### src/rtl/core/nnr_pkg.sv
`timescale 1ns / 1ps
// ----------------------------------------------------------------------------
// nnr_pkg
// Shared constants, register codes and transfer types of the resize core.
// ----------------------------------------------------------------------------
package nnr_pkg;

	localparam int MAX_SRC_WIDTH  = 128;
	localparam int MAX_SRC_HEIGHT = 128;
	localparam int MAX_CHANNELS   = 4;
	localparam int MAX_DST_DIM    = 1024;
	localparam int PIXEL_BITS     = 16;

	localparam int SX_BITS     = $clog2(MAX_SRC_WIDTH);
	localparam int SY_BITS     = $clog2(MAX_SRC_HEIGHT);
	localparam int CH_BITS     = 2;
	localparam int Q_BITS      = (SX_BITS > SY_BITS) ? SX_BITS : SY_BITS;
	localparam int STORE_BITS  = CH_BITS + SY_BITS + SX_BITS;
	localparam int STORE_DEPTH = MAX_SRC_WIDTH * MAX_SRC_HEIGHT * MAX_CHANNELS;

	localparam int COORD_BITS   = 10;
	localparam int SRC_REG_BITS = 8;
	localparam int DST_REG_BITS = 11;
	localparam int CH_REG_BITS  = 3;
	localparam int NUM_BITS     = COORD_BITS + 1 + SRC_REG_BITS;

	localparam int QUEUE_DEPTH = 4;
	localparam int QPTR_BITS   = $clog2(QUEUE_DEPTH);

	localparam int PADDR_BITS = 5;
	localparam int PDATA_BITS = 32;

	localparam logic [2:0] REG_SRC_WIDTH  = 3'd0;
	localparam logic [2:0] REG_SRC_HEIGHT = 3'd1;
	localparam logic [2:0] REG_DST_WIDTH  = 3'd2;
	localparam logic [2:0] REG_DST_HEIGHT = 3'd3;
	localparam logic [2:0] REG_CHANNELS   = 3'd4;

	localparam logic [SRC_REG_BITS-1:0] SRC_WIDTH_MAX  = SRC_REG_BITS'(MAX_SRC_WIDTH);
	localparam logic [SRC_REG_BITS-1:0] SRC_HEIGHT_MAX = SRC_REG_BITS'(MAX_SRC_HEIGHT);
	localparam logic [DST_REG_BITS-1:0] DST_DIM_MAX    = DST_REG_BITS'(MAX_DST_DIM);
	localparam logic [CH_REG_BITS-1:0]  CHANNELS_MAX   = CH_REG_BITS'(MAX_CHANNELS);

	localparam logic [SRC_REG_BITS-1:0] SRC_WIDTH_RST  = 8'd128;
	localparam logic [SRC_REG_BITS-1:0] SRC_HEIGHT_RST = 8'd128;
	localparam logic [DST_REG_BITS-1:0] DST_WIDTH_RST  = 11'd128;
	localparam logic [DST_REG_BITS-1:0] DST_HEIGHT_RST = 11'd128;
	localparam logic [CH_REG_BITS-1:0]  CHANNELS_RST   = 3'd3;

	localparam logic CMD_LOAD  = 1'b0;
	localparam logic CMD_FETCH = 1'b1;

	typedef enum logic [1:0] {
		OP_LOAD,
		OP_FETCH,
		OP_BAD
	} op_t;

	typedef struct packed {
		logic [SRC_REG_BITS-1:0] src_width;
		logic [SRC_REG_BITS-1:0] src_height;
		logic [DST_REG_BITS-1:0] dst_width;
		logic [DST_REG_BITS-1:0] dst_height;
		logic [CH_REG_BITS-1:0]  channels;
	} cfg_t;

	typedef struct packed {
		op_t                     op;
		logic [CH_BITS-1:0]      ch;
		logic [PIXEL_BITS-1:0]   pix;
		logic [NUM_BITS-1:0]     rem_x;
		logic [NUM_BITS-1:0]     rem_y;
		logic [DST_REG_BITS-1:0] den_x;
		logic [DST_REG_BITS-1:0] den_y;
		logic [Q_BITS-1:0]       q_x;
		logic [Q_BITS-1:0]       q_y;
	} entry_t;

endpackage

### src/rtl/core/nnr_queue.sv
`timescale 1ns / 1ps
// ----------------------------------------------------------------------------
// nnr_queue
// Short register queue between the classifier and the execution pipeline.
// ----------------------------------------------------------------------------
module nnr_queue (
	input  logic            clk,
	input  logic            arst_n,
	input  logic            push,
	input  nnr_pkg::entry_t push_entry,
	output logic            not_full,
	input  logic            pop,
	output logic            not_empty,
	output nnr_pkg::entry_t head
);
	import nnr_pkg::*;

	entry_t               slot_q [QUEUE_DEPTH];
	logic [QPTR_BITS-1:0] wr_ptr_q, rd_ptr_q;
	logic [QPTR_BITS:0]   count_q;

	assign not_full  = (count_q != (QPTR_BITS+1)'(QUEUE_DEPTH));
	assign not_empty = (count_q != '0);
	assign head      = slot_q[rd_ptr_q];

	always_ff @(posedge clk) begin
		if (push) begin
			slot_q[wr_ptr_q] <= push_entry;
		end
	end

	always_ff @(posedge clk or negedge arst_n) begin
		if (!arst_n) begin
			wr_ptr_q <= '0;
			rd_ptr_q <= '0;
			count_q  <= '0;
		end else begin
			if (push) begin
				wr_ptr_q <= wr_ptr_q + 1'b1;
			end
			if (pop) begin
				rd_ptr_q <= rd_ptr_q + 1'b1;
			end
			case ({push, pop})
				2'b10:   count_q <= count_q + 1'b1;
				2'b01:   count_q <= count_q - 1'b1;
				default: count_q <= count_q;
			endcase
		end
	end

	a_no_overflow: assert property (@(posedge clk) disable iff (!arst_n)
		push |-> not_full)
		else $error("queue written while full");

	a_no_underflow: assert property (@(posedge clk) disable iff (!arst_n)
		pop |-> not_empty)
		else $error("queue read while empty");

	a_count_step: assert property (@(posedge clk) disable iff (!arst_n)
		(push && !pop) |=> (count_q == $past(count_q) + 1'b1))
		else $error("queue count lost a transfer");

endmodule

### config.mk
export PLATFORM = sky130hd
export DESIGN_NAME = nnr_queue
export DESIGN_NICKNAME = d
export VERILOG_FILES = /design/src/rtl/core/nnr_pkg.sv /design/src/rtl/core/nnr_queue.sv
export SDC_FILE = /design/constraint.sdc
export NUM_CORES = 1
export LEC_CHECK = 0
export ABC_CLOCK_PERIOD_IN_PS = 9600
export BUFFER_PORTS_ARGS = -buffer_cell sky130_fd_sc_hd__buf_2
export CAP_MARGIN = 10
export CORE_ASPECT_RATIO = 0.8
export CORE_UTILIZATION = 30
export DETAILED_ROUTE_END_ITERATION = 8
export PLACE_DENSITY_LB_ADDON = 0.2
export SLEW_MARGIN = 10
export SYNTH_ARGS = -nofsm -noshare
export SYNTH_HDL_FRONTEND = slang
export SYNTH_SLANG_ARGS = --single-unit
export TNS_END_PERCENT = 100
### constraint.sdc
create_clock -name clk -period 9.6 [get_ports clk]
set_input_delay 1.92 -clock clk [delete_from_list [all_inputs] [get_ports clk]]
set_output_delay 1.92 -clock clk [all_outputs]
set_load 0.01 [all_outputs]
* Word level (Yosys, flattened, before mapping)
Memory sizes are Yosys's and may differ from the RTL's.
Cells that the tools add are included.
** Word-level totals
- Output and inout port bits :: 96
- Logic and storage cells :: 16
- Register bits after elaboration :: 7
- Bits in writable memories :: 376
- Input bits :: 98
- Memories kept :: 1
** Memories
- slot_q :: depth 4, bits a word 94, rd ports 1, clocked after Yosys merged registers in 0, write ports 1, line nnr_queue.sv:18 : entry_t slot_q [QUEUE_DEPTH];
** Cells by class
- Reduce and logical (&&, ||, !) cells :: 2
- Multiplexer cells :: 3
- Equal/unequal tests :: 3
- $add $sub $neg :: 4
** Operators with widths (number)
- one-hot mux 3 bit (2 select lines) :: 1
- adder 2 x 1 -> 2 bit (second input constant) :: 2
- adder 3 x 1 -> 3 bit (second input constant) :: 1
- inequality test 3 bit (second input constant) :: 1
- nonzero test 3 bit :: 1
- subtractor 3 x 1 -> 3 bit (second input constant) :: 1
- == test 2 x 1 -> 1 bit (second input constant) :: 1
- == test 2 bit (second input constant) :: 1
- two-way mux 1 bit :: 2
- nonzero test 2 bit :: 1

* Depth between registers and ports, before layout
- Depth after elaboration :: 2
- Mapped depth :: 7
- Mapped depth without buffers :: 7

* Worst setup path after synthesis
OpenSTA, ideal clock, no wires.
- Kind :: input -> register
- From :: in push
- To :: mem slot_q[0][0] in the netlist's numbering (enable)
- Library setup time :: 463 ps
- Slack :: 5042 ps
- Data arrival time :: 4095 ps
- Cell stages on the path :: 1
- Required time :: 9137 ps
- Buffers on the path :: 0
- Cells stage by stage :: and2_1
** On the way
- Cells in the longest elaborated chain, start to end :: 2
** RTL lines
- from (decl) :: line nnr_queue.sv:9 : input logic push,
- two-way mux 1 bit :: line nnr_queue.sv:27 : if (push) begin
- two-way mux 1 bit (not written as such) :: line nnr_queue.sv:28 : slot_q[wr_ptr_q] <= push_entry;
- to (decl) :: line nnr_queue.sv:18
No other way between the ends.

==> impl_metrics.toml <==
[die]
initial_utilization = 0.305
dieWidth_um = 244
dieArea_mm2 = 0.0475
core_mm2 = 0.0459
die_h_um = 195
row_count = 70
io_pins = 194

[power_and_ir_drop]
power_frac_seq = 0.447
p_clk_frac = 0.287
cellPowerDensity_mw_per_mm2 = 306
pwr-share-comb = 0.265
max-vdd-ir-drop_uv = 140
power_switching_mw = 1.47
leakage_nw = 5.67
power_mw = 5.16
internal_power_mw = 3.69
power.share.switching = 0.285

[setup_path]
worstPathCellList = "buf_4 -> mux4_2 -> buf_2"
cp-end-kind = "output port"
cpPeakStageDelay_ps = 850
cp_max_fo = 55
cp_slowest_cell = "dfrtp_4"
critPathLaunchType = "flip-flop"
required_ps = 7680
path_buf_inv = 2
path_class = "flip-flop to output port"
critPathTopFamily = "buffers and inverters"
critPathArrivalTime_ps = 2890
cp-startpoint = "rd_ptr_q[1]"
timing.rr.start = "wr_ptr_q[0]"

[cts]
post_cts_resized = 0
root_buffer = "clkbuf_16"
cts_made_buffers = 41
clk_latency_ps = 540
cts_num_sinks = 383
clockBufferDepth = 3
cts-hold-fix-buffers = 0
htreeDepth = 2
cts_tree = "done"
cts_setup_buffers = 0
path_clk_slew_ps = 60

[run]
maxCapViolations = 0

[sta]
slew_headroom = 0.360
worst_slack_ps = 4790
final-max-slew-violation-count = 0
layout_min_cycle_time_ps = 4810
hold_violations = 0
max_freq_ghz = 0.208
skew_ps = 13.7
tns_ps = 0
setup_viol = 0
worstMarginPinSlew_ps = 961
grt_setup_unrepaired = "no"
fin_hold_ws_ps = 492
fin_crit_sh = 0.501

[cells_and_area]
final_area_mm2 = 0.0169
layout_commonest_cell = "edfxtp_1"
nets = 854
final_cells = 1390
post-route-util = 0.367
final_cell_mix = "376 x edfxtp_1, 193 x buf_2, 94 x mux4_2, 43 x clkbuf_16, 10 x clkbuf_1"
areaGrowthSynthToFinish_pct = 20.4
layout-drive-gt1-share = 0.456

[route]
drtAntennaViolNets = 0
drt-total-wl_um = 27300
drc = 0
dr_total_vias = 6122
viasPerCell = 4.40
wl_per_cell_um = 19.7
drt_pre_antenna_iters = 4
dr.first_iter.drc_count = 283

[grt]
grt_max_degree = 56
grt_pass1_vias = 6846
grt_overflow = 0
track_usage = 0.118
antenna_found_initial = 3
grt_pass1_wl_um = 42100

[placement]
place.port_buffers = 193
dp_hpwl_um = 15700
placed_cell_area_mm2 = 0.0156
gp_routability_congestion = 0.658
dp_slack_ps = 5280
dp_cells = 1319

[logic_synthesis]
yosysWarnings = 0
synth_seq_cells = 383
syn_area_mm2 = 0.0140
ys_seq_area_frac = 0.819
synth_area_per_cell_um2 = 26.5
syn_inst = 529
mappedNetlistNets = 633
synthDistinctLibCells = 20

[hold_path]
hold_class = "flip-flop to flip-flop"
min-delay-start = "count_q[2]"

[outcome]
outcome = "finished, final reports clean"
## power groups by stage
stage / Sequential [mW] / Clock, mW / Combinational [mW]
global placement: 2.35 / 0 / 1.44
detailed placement: 2.35 / 0 / 1.43
CTS: 2.32 / 1.53 / 1.44
floorplan: 2.29 / 0 / 0.990
global route: 2.34 / 1.59 / 1.50
finish: 2.31 / 1.48 / 1.37
## cells in the mapped netlist
library cell    n  area (um2)
dfrtp_1         7         175
or3_1           1        6.26
ha_1            5        62.6
nand2_1         3        11.3
buf_8           1        15.0
fa_1            1        20.0
xnor2_1         2        17.5
xor2_1          4        35.0
o21ai_0         2        10.0
buf_4           5        37.5
nor2_1          1        3.75
buf_6           1        11.3
nand3_1         1        5.00
mux4_2         94        2120
and2_1          4        25.0
buf_12          4        80.1
buf_2           8        40.0
clkbuf_1        3        11.3
edfxtp_1      376       11300
inv_1           6        22.5
## cells by family (layout without fill, tap and decap cells)
group / Yosys count / after routing / synth area share
AO/OA/AOI/OAI: 2 / 2 / 0.000715
XOR/XNOR: 6 / 6 / 0.00375
adder cells (fa/ha/maj): 6 / 6 / 0.00590
buffers and inverters: 28 / 276 / 0.0156
flip-flops: 383 / 383 / 0.819
multiplexers: 94 / 94 / 0.151
other: 0 / 1 / 0
AND/OR/NAND/NOR: 10 / 10 / 0.00366
## registers in the layout, summed over array words and instances, names as in the netlist
register and count:
count_q 3, wr_ptr_q 2, slot_q 376, rd_ptr_q 2
## worst paths after layout
| check | to | slack [ps] | cells past startpoint |
|---|---|---|---|
| max in group asynchronous | rd_ptr_q[1] | 8210 | 1 |
| min | count_q[2] | 490 | 1 |
| min in group asynchronous | count_q[2] | 1210 | 1 |
| min reg2reg | count_q[2] | 490 | 1 |
| max reg2reg | slot_q[2][57] | 7100 | 4 |
| max | head[51] | 4790 | 3 |
## area by class of cell
type                    count  area, um2
well taps                 612        766
fillers                  4264      29000
inverters                   6       22.5
multi-input cells         118       2320
flip-flops and latches    383      11500
repair buffers            200       1020
clock buffers              53       1110
diodes                      1       2.50
clock inverters            17        135
## routing by layer
| layer | vias up | global-route usage | share of wire |
|---|---|---|---|
| met5 | - | 0 | 0.00099 |
| met2 | 136 | 0.190 | 0.48 |
| met3 | 51 | 0.0317 | 0.052 |
| met1 | 3216 | 0.153 | 0.45 |
| li1 | 2715 | - | - |
| met4 | 4 | 0.0421 | 0.023 |
Power figures use the tool's default switching activity.
