===== src/rtl/core/nnr_pkg.sv =====
`timescale 1ns / 1ps
// ----------------------------------------------------------------------------
// nnr_pkg
// Shared constants, register codes and transfer types of the resize core.
// ----------------------------------------------------------------------------
package nnr_pkg;

	localparam int MAX_SRC_WIDTH  = 128;
	localparam int MAX_SRC_HEIGHT = 128;
	localparam int MAX_CHANNELS   = 4;
	localparam int MAX_DST_DIM    = 1024;
	localparam int PIXEL_BITS     = 16;

	localparam int SX_BITS     = $clog2(MAX_SRC_WIDTH);
	localparam int SY_BITS     = $clog2(MAX_SRC_HEIGHT);
	localparam int CH_BITS     = 2;
	localparam int Q_BITS      = (SX_BITS > SY_BITS) ? SX_BITS : SY_BITS;
	localparam int STORE_BITS  = CH_BITS + SY_BITS + SX_BITS;
	localparam int STORE_DEPTH = MAX_SRC_WIDTH * MAX_SRC_HEIGHT * MAX_CHANNELS;

	localparam int COORD_BITS   = 10;
	localparam int SRC_REG_BITS = 8;
	localparam int DST_REG_BITS = 11;
	localparam int CH_REG_BITS  = 3;
	localparam int NUM_BITS     = COORD_BITS + 1 + SRC_REG_BITS;

	localparam int QUEUE_DEPTH = 4;
	localparam int QPTR_BITS   = $clog2(QUEUE_DEPTH);

	localparam int PADDR_BITS = 5;
	localparam int PDATA_BITS = 32;

	localparam logic [2:0] REG_SRC_WIDTH  = 3'd0;
	localparam logic [2:0] REG_SRC_HEIGHT = 3'd1;
	localparam logic [2:0] REG_DST_WIDTH  = 3'd2;
	localparam logic [2:0] REG_DST_HEIGHT = 3'd3;
	localparam logic [2:0] REG_CHANNELS   = 3'd4;

	localparam logic [SRC_REG_BITS-1:0] SRC_WIDTH_MAX  = SRC_REG_BITS'(MAX_SRC_WIDTH);
	localparam logic [SRC_REG_BITS-1:0] SRC_HEIGHT_MAX = SRC_REG_BITS'(MAX_SRC_HEIGHT);
	localparam logic [DST_REG_BITS-1:0] DST_DIM_MAX    = DST_REG_BITS'(MAX_DST_DIM);
	localparam logic [CH_REG_BITS-1:0]  CHANNELS_MAX   = CH_REG_BITS'(MAX_CHANNELS);

	localparam logic [SRC_REG_BITS-1:0] SRC_WIDTH_RST  = 8'd128;
	localparam logic [SRC_REG_BITS-1:0] SRC_HEIGHT_RST = 8'd128;
	localparam logic [DST_REG_BITS-1:0] DST_WIDTH_RST  = 11'd128;
	localparam logic [DST_REG_BITS-1:0] DST_HEIGHT_RST = 11'd128;
	localparam logic [CH_REG_BITS-1:0]  CHANNELS_RST   = 3'd3;

	localparam logic CMD_LOAD  = 1'b0;
	localparam logic CMD_FETCH = 1'b1;

	typedef enum logic [1:0] {
		OP_LOAD,
		OP_FETCH,
		OP_BAD
	} op_t;

	typedef struct packed {
		logic [SRC_REG_BITS-1:0] src_width;
		logic [SRC_REG_BITS-1:0] src_height;
		logic [DST_REG_BITS-1:0] dst_width;
		logic [DST_REG_BITS-1:0] dst_height;
		logic [CH_REG_BITS-1:0]  channels;
	} cfg_t;

	typedef struct packed {
		op_t                     op;
		logic [CH_BITS-1:0]      ch;
		logic [PIXEL_BITS-1:0]   pix;
		logic [NUM_BITS-1:0]     rem_x;
		logic [NUM_BITS-1:0]     rem_y;
		logic [DST_REG_BITS-1:0] den_x;
		logic [DST_REG_BITS-1:0] den_y;
		logic [Q_BITS-1:0]       q_x;
		logic [Q_BITS-1:0]       q_y;
	} entry_t;

endpackage


===== src/rtl/core/nnr_front.sv =====
`timescale 1ns / 1ps
// ----------------------------------------------------------------------------
// nnr_front
// Classifies each accepted item as load, fetch or bad request, drops loads
// outside the source frame and forms the scaled coordinates for the divider.
// ----------------------------------------------------------------------------
module nnr_front (
	input  logic                            in_valid,
	input  logic                            in_ready,
	input  logic                            command,
	input  logic [nnr_pkg::COORD_BITS-1:0]  col,
	input  logic [nnr_pkg::COORD_BITS-1:0]  row,
	input  logic [nnr_pkg::CH_BITS-1:0]     channel,
	input  logic [nnr_pkg::PIXEL_BITS-1:0]  pixel_in,
	input  nnr_pkg::cfg_t                   cfg,
	output logic                            push,
	output nnr_pkg::entry_t                 entry
);
	import nnr_pkg::*;

	logic [SRC_REG_BITS-1:0] sw, sh;
	logic [DST_REG_BITS-1:0] dw, dh;
	logic [CH_REG_BITS-1:0]  nc;
	logic                    load_ok, fetch_bad;
	logic [COORD_BITS:0]     odd_x, odd_y;

	always_comb begin
		sw = (cfg.src_width > SRC_WIDTH_MAX) ? SRC_WIDTH_MAX : cfg.src_width;
		sh = (cfg.src_height > SRC_HEIGHT_MAX) ? SRC_HEIGHT_MAX : cfg.src_height;
		dw = (cfg.dst_width > DST_DIM_MAX) ? DST_DIM_MAX : cfg.dst_width;
		dh = (cfg.dst_height > DST_DIM_MAX) ? DST_DIM_MAX : cfg.dst_height;
		nc = (cfg.channels > CHANNELS_MAX) ? CHANNELS_MAX : cfg.channels;
	end

	assign load_ok = (COORD_BITS'(sw) > col) && (COORD_BITS'(sh) > row)
		&& (nc > CH_REG_BITS'(channel));
	assign fetch_bad = (DST_REG_BITS'(col) >= dw) || (DST_REG_BITS'(row) >= dh)
		|| (CH_REG_BITS'(channel) >= nc) || (sw == '0) || (sh == '0);

	assign odd_x = {col, 1'b1};
	assign odd_y = {row, 1'b1};

	always_comb begin
		entry       = '0;
		entry.ch    = channel;
		entry.pix   = pixel_in;
		entry.den_x = dw;
		entry.den_y = dh;
		if (command == CMD_LOAD) begin
			entry.op  = OP_LOAD;
			entry.q_x = col[Q_BITS-1:0];
			entry.q_y = row[Q_BITS-1:0];
		end else if (fetch_bad) begin
			entry.op = OP_BAD;
		end else begin
			entry.op    = OP_FETCH;
			entry.rem_x = NUM_BITS'(odd_x) * NUM_BITS'(sw);
			entry.rem_y = NUM_BITS'(odd_y) * NUM_BITS'(sh);
		end
	end

	// out-of-frame loads are taken and dropped here
	assign push = in_valid && in_ready && ((command == CMD_FETCH) || load_ok);

endmodule


===== config.mk =====
export PLATFORM = sky130hd
export DESIGN_NAME = nnr_front
export DESIGN_NICKNAME = d
export VERILOG_FILES = /design/src/rtl/core/nnr_pkg.sv /design/src/rtl/core/nnr_front.sv
export SDC_FILE = /design/constraint.sdc
export NUM_CORES = 1
export LEC_CHECK = 0
export BUFFER_PORTS_ARGS = -buffer_cell sky130_fd_sc_hd__buf_2
export CAP_MARGIN = 20
export CELL_PAD_IN_SITES_DETAIL_PLACEMENT = 0
export CELL_PAD_IN_SITES_GLOBAL_PLACEMENT = 1
export CORE_UTILIZATION = 38
export DETAILED_ROUTE_END_ITERATION = 10
export GPL_TIMING_DRIVEN = 0
export PLACE_DENSITY_LB_ADDON = 0.1
export REMOVE_ABC_BUFFERS = 1
export SLEW_MARGIN = 20
export SYNTH_ARGS = -nofsm -noshare
export SYNTH_HDL_FRONTEND = slang
export SYNTH_SLANG_ARGS = --single-unit
export TNS_END_PERCENT = 5

===== constraint.sdc =====
create_clock -name vclk -period 5.95
set_input_delay 0.595 -clock vclk [all_inputs]
set_output_delay 0.595 -clock vclk [all_outputs]
set_load 0.005 [all_outputs]

**After elaboration in Yosys (flattened, before gate mapping)**

Cells that the tools add are included.

- Muxes and demuxes: 10
- Order comparisons: 11
- Multipliers: 2
- Reduce and logical (&&, ||, !) cells: 11

Operator list:

| operator | count |
|---|---|
| 38-bit 2-to-1 mux | 2 |
| 11-bit by 8-bit multiplier with 19-bit output | 2 |
| 10-bit by 11-bit greater-or-equal comparator with 1-bit output | 2 |
| 11-bit greater-than comparator, second input constant | 2 |
| 11-bit 2-to-1 mux | 2 |
| 8-bit by 10-bit greater-than comparator with 1-bit output | 2 |
| 8-bit greater-than comparator, second input constant | 2 |
| 8-bit logical NOT | 2 |
| 8-bit 2-to-1 mux | 2 |
| 14-bit 2-to-1 mux | 1 |
| 1-bit logical OR | 5 |
| 1-bit logical AND | 4 |
| 2-bit 2-to-1 mux | 2 |
| 2-bit by 3-bit greater-or-equal comparator with 1-bit output | 1 |
| 3-bit by 2-bit greater-than comparator with 1-bit output | 1 |
| 3-bit greater-than comparator, second input constant | 1 |
| 3-bit 2-to-1 mux | 1 |

- Input bits: 82
- Logic and storage cells: 34
- Flip-flop bits (word level): 0
- Output and inout bits: 95

**Depth between registers and ports, before layout**

Gate-level depths: netlist of run 1.

- Depth in word-level cells: 9
- Mapped depth: 20
- Depth with buffers taken out: 18

**Least setup slack after synthesis of run 1**

OpenSTA, ideal clock, no wires.

- Kind: input to output
- Start: in cfg[40] (netlist bit)
- End: out entry[72] (netlist bit)
- Buffers on the path: 2
- Data arrival time: 5.061 ns
- Path slack: 0.294 ns
- Data required time: 5.355 ns
- Cell stages on the path: 18
- Cells stage by stage: clkbuf_1 -> nor2b_1 -> clkbuf_1 -> and2_1 -> fa_1 -> fa_1 -> fa_1 -> inv_1 -> fa_1 -> inv_1 -> ha_1 -> a21o_1 -> a221o_1 -> a31o_1 -> a41o_1 -> a21oi_2 -> xor2_1 -> nor2_1

RTL lines:

| item | RTL line | RTL |
|---|---|---|
| start, declared | nnr_front.sv:15 | `input nnr_pkg::cfg_t cfg,` |
| end, declared | nnr_front.sv:17 | `output nnr_pkg::entry_t entry` |

==> reports/qor.yml, run 1 <==
status: "finished clean"
max_slew_margin: 0.5889
first_pass_iters: 4
worst_setup_path_start_kind: "primary input"
fmax_mhz: 174.0
wl_met2_mm: 8.308
synth_commonest_cells: "inv_1, ha_1, fa_1"
p_per_area_nw_per_um2: 141.6
finalNonFillerCells: 1292
routabilityCongestion: 0.7773
yosysTopAreaCell: "fa_1"
finalHoldViolations: 0
grt_pass1_wl_mm: 32.41
wl_met3_mm: 1.212
arrival_ns: 5.15
dp_hpwl_mm: 16.18
overflow: 0
p_clk_frac: 0
dp.cells: 1259
finalNetCount: 1381
ios: 177
synth_area_sq_um: 7318
peakVddDrop_mv: 0.07112
p_leak_uw: 0.004949
yosys.cell_types.count: 59
flops_and_latches: 0
crit_required_ns: 5.36
core_sq_um: 18770
vias_per_cell: 4.862
share_seq_of_total_power: 0
netlist_instances: 921
clkbuf_count: 0
crit_fanout: 15
yosys_warnings: 0
dieArea_sq_um: 19820
synth_top_area_share: 0.2954
internal_power_uw: 536.4
drc_errors: 0
holdWs_ns: 1.190
drt_iter0_markers: 193
rsz0062_at_grt: "true"
ff_latch_area_sq_um: 0
first_global_vias: 6252
path_class: "primary input to output port"
die_h_um: 140.8
rows: 50
tightest_slew_ns: 0.6138
nFillCells: 1973
p_sw_uw: 689.3
detail-route-antenna-nets: 0
setup_viol: 0
vias: 6282
wl_per_cell_um: 15.26
portBuffers: 145
comb_power_share: 1.000
synthToLayoutAreaGrowth_pct: 18.31
cap_violations: 0
fp.dieW_um: 140.8
met1_length_mm: 10.19
multiInputGateArea_sq_um: 6555
holdBufCountCts: 0
period_share: 0.9661
drive_gt1_frac: 0.2214
drv_slew: 0
start_util: 0.3899
antenna_found_initial: 1
wl_mm: 19.71
synth.avg_cell_area_sq_um: 7.946
min_path_type: "primary input to output port"
highest_layer: "met3"
synthTopCellsByArea: "fa_1, ha_1, inv_1"
grt_usage: 0.2045
post-route-min-period_ns: 5.748
grt_max_degree: 19
cp-end-kind: "output port"
ys_seq_area_frac: 0
synth.most_common_cell: "inv_1"
switching_share: 0.5624
cell families after synthesis:
family | synth area share
adders and majority gates | 0.5211
muxes | 0.001368
buffers and inverters | 0.1349
xor gates and xnor gates | 0.02753
AOI/OAI and AO/OA | 0.1057
and+or+nand+nor | 0.2094
metrics by stage:
stage,util,setup TNS (ns),power (uW),area [sq um],worst slack [ns]
after CTS,0.4466,0,1170,8382,0.002399
after global placement,0.4316,-8.981,1134,8100,-0.9241
after detailed placement,0.4336,-7.896,1134,8138,-0.8620
final,0.4613,0,1226,8658,0.2018
after floorplan,-,0,844.2,7082,0.3809
after global routing,0.4612,-0.07831,1415,8656,-0.06318
final timing paths:
path                         start         to  cells after the start
worst max-delay path       cfg[40]  entry[70]                     19
worst min-delay path  pixel_in[10]  entry[84]                      0
worst max-delay path, cell delays in order:
cell	delay [ns]
buf_8	0.15
nor2b_4	0.22
ha_2	0.20
inv_1	0.05
fa_1	0.52
inv_1	0.05
fa_1	0.48
fa_1	0.54
inv_1	0.05
fa_1	0.53
inv_1	0.06
ha_4	0.25
a21o_1	0.20
a221o_1	0.33
a31o_4	0.24
and3_4	0.21
nor4_4	0.27
a2111oi_2	0.08
buf_2	0.13
layout make-up:
class,count,share of cell area
diodes,1,0.0002890
inverters,200,0.08757
multi-input cells,678,0.7571
well taps,234,0.03382
repair buffers,179,0.1212
timing repair:
item	in CTS	in global routing
gates cloned	0	1
resized for setup	25	37
pin swaps	1	11
setup endpoints to repair	17	12
buffers inserted	16	15
power groups by stage:
stage	sequential, uW	clock (uW)	combinational (uW)
after floorplan	0	0	844
after global placement	0	0	1130
after detailed placement	0	0	1130
after CTS	0	0	1170
after global routing	0	0	1410
final	0	0.0000225	1230
cells in the final DEF (no fill, tap or decap), drive strengths merged, types with 4 or more instances in the layout:
cell      n
nand3     4
buf     179
a21oi    35
and2     68
xor2     13
nand2b   24
fa      108
o21bai    4
nor4      8
o211ai    8
xnor2    10
o21a      4
nor2     99
nand2    56
nor2b    24
a211oi    6
o21ai    15
inv     197
ha      132
a21o     15
nor3      6
per-layer routing:
metal,track usage,vias to the layer above
met2,0.3252,166
li1,-,3125
met3,0.02751,0
met5,0,-
met4,0,0
met1,0.3108,2991
Note: power is estimated with default switching activity, not from simulation.
==> inputs of run 2 (changes only) <==
--- a/config.mk
+++ b/config.mk
@@ -5,15 +5,15 @@
 export SDC_FILE = /design/constraint.sdc
 export NUM_CORES = 1
 export LEC_CHECK = 0
+export ABC_AREA = 1
 export BUFFER_PORTS_ARGS = -buffer_cell sky130_fd_sc_hd__buf_2
 export CAP_MARGIN = 20
 export CELL_PAD_IN_SITES_DETAIL_PLACEMENT = 0
 export CELL_PAD_IN_SITES_GLOBAL_PLACEMENT = 1
-export CORE_UTILIZATION = 38
+export CORE_UTILIZATION = 37
 export DETAILED_ROUTE_END_ITERATION = 10
 export GPL_TIMING_DRIVEN = 0
 export PLACE_DENSITY_LB_ADDON = 0.1
-export REMOVE_ABC_BUFFERS = 1
 export SLEW_MARGIN = 20
 export SYNTH_ARGS = -nofsm -noshare
 export SYNTH_HDL_FRONTEND = slang
==> reports/qor.yml, run 2 <==
p_sw_uw: 773.3
switching_share: 0.6032
finalHoldViolations: 0
rsz0062_at_grt: "true"
met1_usage: 0.2411
nFillCells: 2288
synth_commonest_cells: "inv_1, nand2_1, nor2_1"
utilization: 0.4439
worst_setup_path_start_kind: "primary input"
finalNetCount: 1661
synth_top_family_by_area: "adder cells"
p_clk_frac: 0
antenna_found_initial: 0
yosysTopAreaCell: "fa_1"
synth.most_common_cell: "inv_1"
top_usage_layer: "met2"
fmax_mhz: 176.7
tightest_slew_ns: 0.5814
crit_required_ns: 5.36
diodes: 0
finalWorstSetupSlack_ns: 0.2905
synth_area_sq_um: 7779
period_share: 0.9512
cap_violations: 0
grt_max_degree: 11
syn_nets: 1492
drive_gt1_frac: 0.1765
synth_top_area_share: 0.2779
crit_fanout: 7
final_common_cell: "inv_1"
yosys.cell_types.count: 31
overflow: 0
wl_per_cell_um: 13.34
ios: 177
detail-route-antenna-nets: 0
synthToLayoutAreaGrowth_pct: 16.58
die_h_um: 147.0
peakVddDrop_mv: 0.09889
synth_adder_area_share: 0.4903
grt_pass1_wl_mm: 35.56
met2_usage: 0.4154
vias: 7340
status: "finished clean"
share_seq_of_total_power: 0
first_global_vias: 7377
post-route-min-period_ns: 5.660
synth_mux_area_frac: 0
vias_per_cell: 4.568
ff_latch_area_sq_um: 0
holdWs_ns: 1.355
dieArea_sq_um: 21610
yosys_warnings: 0
first_pass_iters: 4
ys_seq_area_frac: 0
synth_xor_area_frac: 0.02252
internal_power_uw: 508.6
max_slew_margin: 0.6124
netlist_instances: 1170
start_util: 0.3808
arrival_ns: 5.06
yosys.area_share.simple: 0.2820
synth.avg_cell_area_sq_um: 6.648
pre_cts_slack_ns: -0.2746
flops_and_latches: 0
wl_mm: 21.44
path_class: "primary input to output port"
drt_iter0_markers: 254
use_met3: 0.004658
core_sq_um: 20430
holdBufCountCts: 0
synthTopCellsByArea: "fa_1, ha_1, inv_1"
fp.dieW_um: 147.0
p_per_area_nw_per_um2: 141.4
rows: 52
cp-end-kind: "output port"
drv_slew: 0
drc_errors: 0
p_leak_uw: 0.005770
finalPower_uw: 1282
layout_common_cells: "inv_1, nand2_1, nor2_1, buf_2, ha_1"
cp-endpoint: "entry[49]"
portBuffers: 160
clkbuf_count: 0
routabilityCongestion: 0.8267
setup_viol: 0
synth_compound_area_frac: 0.02734
crit_start: "cfg[32]"
comb_power_share: 1.000
dp_hpwl_mm: 18.87
min_path_type: "primary input to output port"
grt_usage: 0.2039
-- run 2: cell count changes after synthesis, sizes merged, moves of 8 or more --
cell,change
nand4,+10
and2,-65
o211ai,-8
nand2,+213
a21o,-15
xor2,-10
nor2b,-23
inv,+118
nand2b,-24
o21ai,-11
nor2,+80
nand3,+30
nor3,+10
clkbuf,-15
-- run 2: final cells by class --
type | count | area [sq um] | share of cell area
Tap cell | 270 | 337.8 | 0.03725
Buffer | 29 | 193.9 | 0.02139
Inverter | 317 | 1200 | 0.1323
Multi-Input combinational cell | 824 | 6481 | 0.7147
Timing Repair Buffer | 167 | 855.8 | 0.09437
-- run 2: worst max-delay path, stage by stage --
cell	delay (ns)
clkbuf_4	0.16
inv_2	0.10
nor4_2	0.16
nand2_1	0.09
nand2_2	0.12
nand2_4	0.11
inv_4	0.11
nand2_1	0.07
fa_1	0.48
fa_1	0.54
inv_1	0.05
fa_1	0.53
inv_1	0.05
fa_1	0.54
inv_1	0.08
ha_4	0.28
nand2_1	0.05
inv_1	0.09
nand4_1	0.11
nand2_2	0.12
nand2_1	0.07
o21bai_1	0.20
inv_1	0.06
nand2_1	0.06
nand2_1	0.04
nor2_1	0.08
buf_2	0.11
-- run 2: logic make-up after synthesis --
kind of cell | Yosys count
buffers and inverters | 346
AOI/OAI and AO/OA | 39
and+or+nand+nor | 525
adders and majority gates | 240
xor gates and xnor gates | 20
-- run 2: worst min-delay path by stage --
stage | start | to | cells after the start
floorplan | in_ready | push | 2
global placement | pixel_in[10] | entry[84] | 2
detailed placement | pixel_in[1] | entry[75] | 2
CTS | pixel_in[1] | entry[75] | 2
global route | pixel_in[4] | entry[78] | 2
finish | pixel_in[6] | entry[80] | 2
-- run 2: per-stage QoR --
step | cell area, sq um | instances | TNS [ns]
after floorplan | 7779 | 1170 | 0
after global placement | 8917 | 1600 | -2.512
after detailed placement | 8917 | 1600 | -2.432
after CTS | 8927 | 1600 | 0
after global routing | 9069 | 1607 | -0.04296
final | 9069 | 1607 | 0
-- run 2: routing by layer --
layer  wire length (um)  vias to the layer above
met2              11940                       96
met4                256                        0
li1                   -                     3764
met5                  0                        -
met1               8763                     3462
met3                478                       18
-- run 2: power groups by stage --
stage / registers, uW / clock network (uW) / logic [uW]
CTS: 0 / 0 / 1280
global route: 0 / 0 / 1490
finish: 0 / 0 / 1280
floorplan: 0 / 0 / 927
global placement: 0 / 0 / 1270
detailed placement: 0 / 0 / 1270
-- run 2: timing repair --
item                                    in CTS  in global routing
endpoints found under the hold margin        0                  0
gates cloned                                 0                  0
endpoints found under the setup margin      17                 20
resized for setup                            5                 25
pin swaps                                    0                  6
buffers inserted                             0                  7
